--- config.mk ---
export PLATFORM = sky130hd
export DESIGN_NAME = crs_cell
export DESIGN_NICKNAME = d
export VERILOG_FILES = /design/src/crs_pkg.sv /design/src/crs_cell.sv
export SDC_FILE = /design/constraint.sdc
export NUM_CORES = 1
export LEC_CHECK = 0
export BUFFER_PORTS_ARGS = -buffer_cell sky130_fd_sc_hd__buf_4
export CORE_MARGIN = 2
export CORE_UTILIZATION = 38
export CTS_BUF_LIST = sky130_fd_sc_hd__clkbuf_4 sky130_fd_sc_hd__clkbuf_8
export DETAILED_ROUTE_END_ITERATION = 12
export PLACE_DENSITY = 0.87
export SYNTH_ARGS = -nofsm -noshare
export SYNTH_HDL_FRONTEND = slang
export SYNTH_SLANG_ARGS = --single-unit
--- constraint.sdc ---
create_clock -name clk -period 0.8 [get_ports clk]
set_input_delay 0.08 -clock clk [delete_from_list [all_inputs] [get_ports clk]]
set_output_delay 0.08 -clock clk [all_outputs]
set_load 0.02 [all_outputs]
--- src/crs_pkg.sv ---
// shared types, constants and helpers for the column representative selector
`timescale 1ns / 1ps
package crs_pkg;
  localparam int MAX_LETTERS = 256;
  localparam int MAX_COLUMNS = 64;
  localparam int COL_W = 6;
  localparam int TAG_W = 16;
  localparam int SCORE_W = 32;
  localparam int FRAC_W = 17;
  localparam int CNT_W = $clog2(MAX_LETTERS + 1);
  localparam int STEP_W = $clog2(MAX_LETTERS);
  localparam int POS_W = CNT_W + 1;
  localparam int PROD_W = CNT_W + FRAC_W;

  localparam logic [FRAC_W-1:0] FULL_FRACTION = FRAC_W'(65536);

  localparam logic [1:0] ST_REP = 2'd0;
  localparam logic [1:0] ST_NONE = 2'd1;
  localparam logic [1:0] ST_ERR = 2'd2;

  localparam logic [2:0] REG_PERCENT_MODE = 3'd0;
  localparam logic [2:0] REG_PICK_HIGHEST = 3'd1;
  localparam logic [2:0] REG_USE_MEDIAN = 3'd2;
  localparam logic [2:0] REG_THRESHOLD = 3'd3;
  localparam logic [2:0] REG_KEEP_FRACTION = 3'd4;

  typedef struct packed {
    logic signed [SCORE_W-1:0] score;
    logic [COL_W-1:0] column;
    logic [TAG_W-1:0] tag;
  } letter_t;

  function automatic logic beats(input logic hi, input logic signed [SCORE_W-1:0] a,
                                 input logic signed [SCORE_W-1:0] b);
    beats = hi ? (a > b) : (a < b);
  endfunction
endpackage

--- src/crs_cell.sv ---
// one storage cell of the letter chain
`timescale 1ns / 1ps
module crs_cell (
  input  logic            clk,
  input  logic            shift,
  input  crs_pkg::letter_t d,
  output crs_pkg::letter_t q
);
  import crs_pkg::*;

  letter_t held;

  always_ff @(posedge clk) begin
    if (shift) begin
      held <= d;
    end
  end

  assign q = held;
endmodule

Word level (Yosys, flattened, before mapping)
Cells that the tools add are included.
{ "totals": {"output_inout_bits": 54, "wordCells": 3, "regBits": 54, "inputBits": 56} }

Depth between registers and ports, before layout
{ "logic_depth": {"word_depth": 0, "mapped_depth": 0, "ltp_nobuf": 0} }

Least setup slack after synthesis
OpenSTA, ideal clock, no wires.
{ "synth_path": {"path_type": "register to output", "startpoint": "register held (netlist bit q[0])", "endpoint": "output q[0] (netlist name)", "setup_slack_ns": 0.271, "arrival_time_ns": 0.449, "stages_incl_launch_ff": 1, "cell_sequence": "edfxtp_1"} }
{ "synth_lines": {"columns": ["element", "line", "rtl"], "rows": [
  ["from (decl)", "crs_cell.sv:11", "letter_t held;"],
  ["from (signal assigned)", "crs_cell.sv:15", "held <= d;"],
  ["to (decl)", "crs_cell.sv:7", "output crs_pkg::letter_t q"]
]} }
No word-level cell between the ends.

Worst setup path in the final report
{ "layout_path": {"startpoint": "register held (netlist bit q[30])", "endpoint": "output q[30] (netlist name)"} }
No word-level cell between the ends.

==> results.md <==
* CTS tree: yes
* Maximum vdd drop at roughly 1.5 mV
* Syn Nets at 110
* CTS Root Cell: clkbuf_8
* Avg WL per Cell at roughly 17 µm
* Tightest Pin Transition at approximately 150 ps
* Initial antenna violation count at 0
* Global-route wire length before repair at ~7.3 mm
* Failing checks: setup timing
* Share of post-route cells with drive strength above 1 at a little over half
* Hold/Removal Path Class: input port to flop
* DRC viols at 0
* Min-delay src: shift
* Power consumption at approximately 6.6 mW
* Arrival @ worst endpoint at 900 ps
* P_leak at ~1.4 nW
* Relative slew slack at between 90% and 100%
* TritonCTS Buffers at 5
* Crit start category: flop
* Starting Density at approximately two fifths
* Die X at slightly below 70 µm
* Largest register FFs at 54
* Fin worst setup slack at -183.3 ps
* Critical Path RT at ~700 ps
* Core Region at between 4000 and 5000 µm²
* DR vias at approximately 1.2k
* Hold Violations, Final at 0
* Placement Rows at 23
* Clock Tree Buf Depth at 2
* DR iter-0 viols at approximately 80
* Comb_multi_in at 0
* Port bufs at between 100 and 150
* Setup TNS at -7163 ps
* Area contributors post-synth: edfxtp_1
* Register area share after synthesis at 100.0%
* #FFs+latches synth at 54
* Die footprint at between 4000 and 5000 µm²
* Max-slew violations at 0
* Synth Area in Compound Gates at 0%
* Critical-path top delay cell: edfxtp_1
* Fmax at between 1000 and 1500 MHz
* Largest area contributor in the netlist: edfxtp_1
* Post-route ant nets at 0
* Minimum clock period at roughly 1000 ps
* Clock transition at path regs at 100 ps
* Critical Path Source: q[30]$_DFFE_PP_
* Post-synthesis mux area share at 0%
* CTS H-tree depth at 2
* Simple-Gate Fraction of Synth Area at 0%
* Share of the synthesized area in the top cell type at between 90% and 100%
* Critical path's largest stage delay at between 400 and 500 ps
* Die Y at just under 70 µm
* Critical-path cell list: buf_6
* Synth warnings at 0
* Postcts setup bufs at 0
* Total gr overflow at 0
* Nets at 283
* Status: finished with violations
* Synth unique cells at 1
* # placed instances at approximately 220
* Buf/Inv on CP at 1
* Endpoint, Worst Hold: q[32]$_DFFE_PP_
* Tcrit/Tclk final at 122.9%
* Mapped Avg Cell Area at approximately 30 µm²
* WS Path Type: flop to output port
* Largest net degree at the start of global routing at 27
* Final setup viols at between 50 and 60
* Crit Path Max Fanout at 1
* Multi-input logic area at 0 µm²
* Synthesis-to-finish area growth at 110.1%
* RSZ-0062 raised after global routing: true
* Delay-heaviest family, CP: flip-flops
* I/O pin count at 110
* GRT Total Usage at between 20% and 30%
* Adder-Cell Fraction of Synth Area at 0%
* Worst setup EP type: output port
* Vias in the first global route at ~1.4k
* Total wire length at roughly 4.8 mm
* Avg Vias per Cell at 4.417
* Synth Area in XOR/XNOR at 0%
* Iteration count of the initial detailed-routing pass at 3
* Placer Congestion at about 0.76
* Max cap viols at 0
* Post-route insts no fill at roughly 280
* Antenna Cells at 0
* CTS Sinks at 54
* Mapped cell area at approximately 1600 µm²
* Hold depth at 2
* Cell count after synthesis at 54
* Cell Pwr Density at roughly 1900 nW/µm²
kinds of logic after synthesis:
group       Yosys count
flip-flops           54
report_power, final:
group / total, mW / switching (mW) / internal (mW)
Combinational: 1.26 / 0.518 / 0.746
Clock: 1.82 / 0.893 / 0.931
Sequential: 3.48 / 0.111 / 3.36
Total: 6.56 / 1.52 / 5.04
worst max path at each step:
stage	to	depth (start not counted)
after floorplan	q[0]	0
after global placement	q[29]$_DFFE_PP_	2
after detailed placement	q[2]$_DFFE_PP_	2
after CTS	q[9]	1
after global routing	q[25]	1
final	q[30]	1
placed cells by master, fill, tap and decap left out:
cell | synthesis | layout
dlygate4sd3_1 | 0 | 54
buf_4 | 0 | 56
buf_6 | 0 | 54
bufinv_16 | 0 | 1
buf_12 | 0 | 2
clkbuf_8 | 0 | 5
edfxtp_1 | 54 | 54
clkinvlp_4 | 0 | 2
per-layer routing:
| layer | vias up | wire length [µm] | GRT usage, % |
|---|---|---|---|
| met5 | - | 0 | 0 |
| met4 | 0 | 84 | 7.190 |
| met3 | 7 | 437 | 8.866 |
| met2 | 73 | 2652 | 38.25 |
| met1 | 585 | 1659 | 21.46 |
| li1 | 563 | - | - |
stage by stage:
step / hold slack [ps] / utilization, % / worst slack [ps] / area (µm²)
floorplan: 178.9 / - / 270.5 / 1622
global placement: 258.0 / 62.84 / 115.5 / 2550
detailed placement: 259.2 / 62.84 / 96.93 / 2550
CTS: 129.9 / 83.50 / -159.5 / 3388
global route: 131.0 / 83.97 / -213.3 / 3407
finish: 139.6 / 83.97 / -183.3 / 3407
cell usage after synthesis:
cell,n
edfxtp_1,54
area by class of cell:
class	count	area (µm²)
repair buffers	166	1609
clock buffers	5	68.82
clock inverters	3	45.04
flip-flops and latches	54	1622
fillers	191	650.6
well taps	50	62.56
timing repair:
| item | 4_1_cts | 5_1_grt |
|---|---|---|
| resized for setup | 49 | 5 |
| hold endpoints to repair | 54 | 0 |
| setup endpoints to repair | 54 | 54 |
| hold buffers | 54 | 0 |
Power figures use the tool's default switching activity.
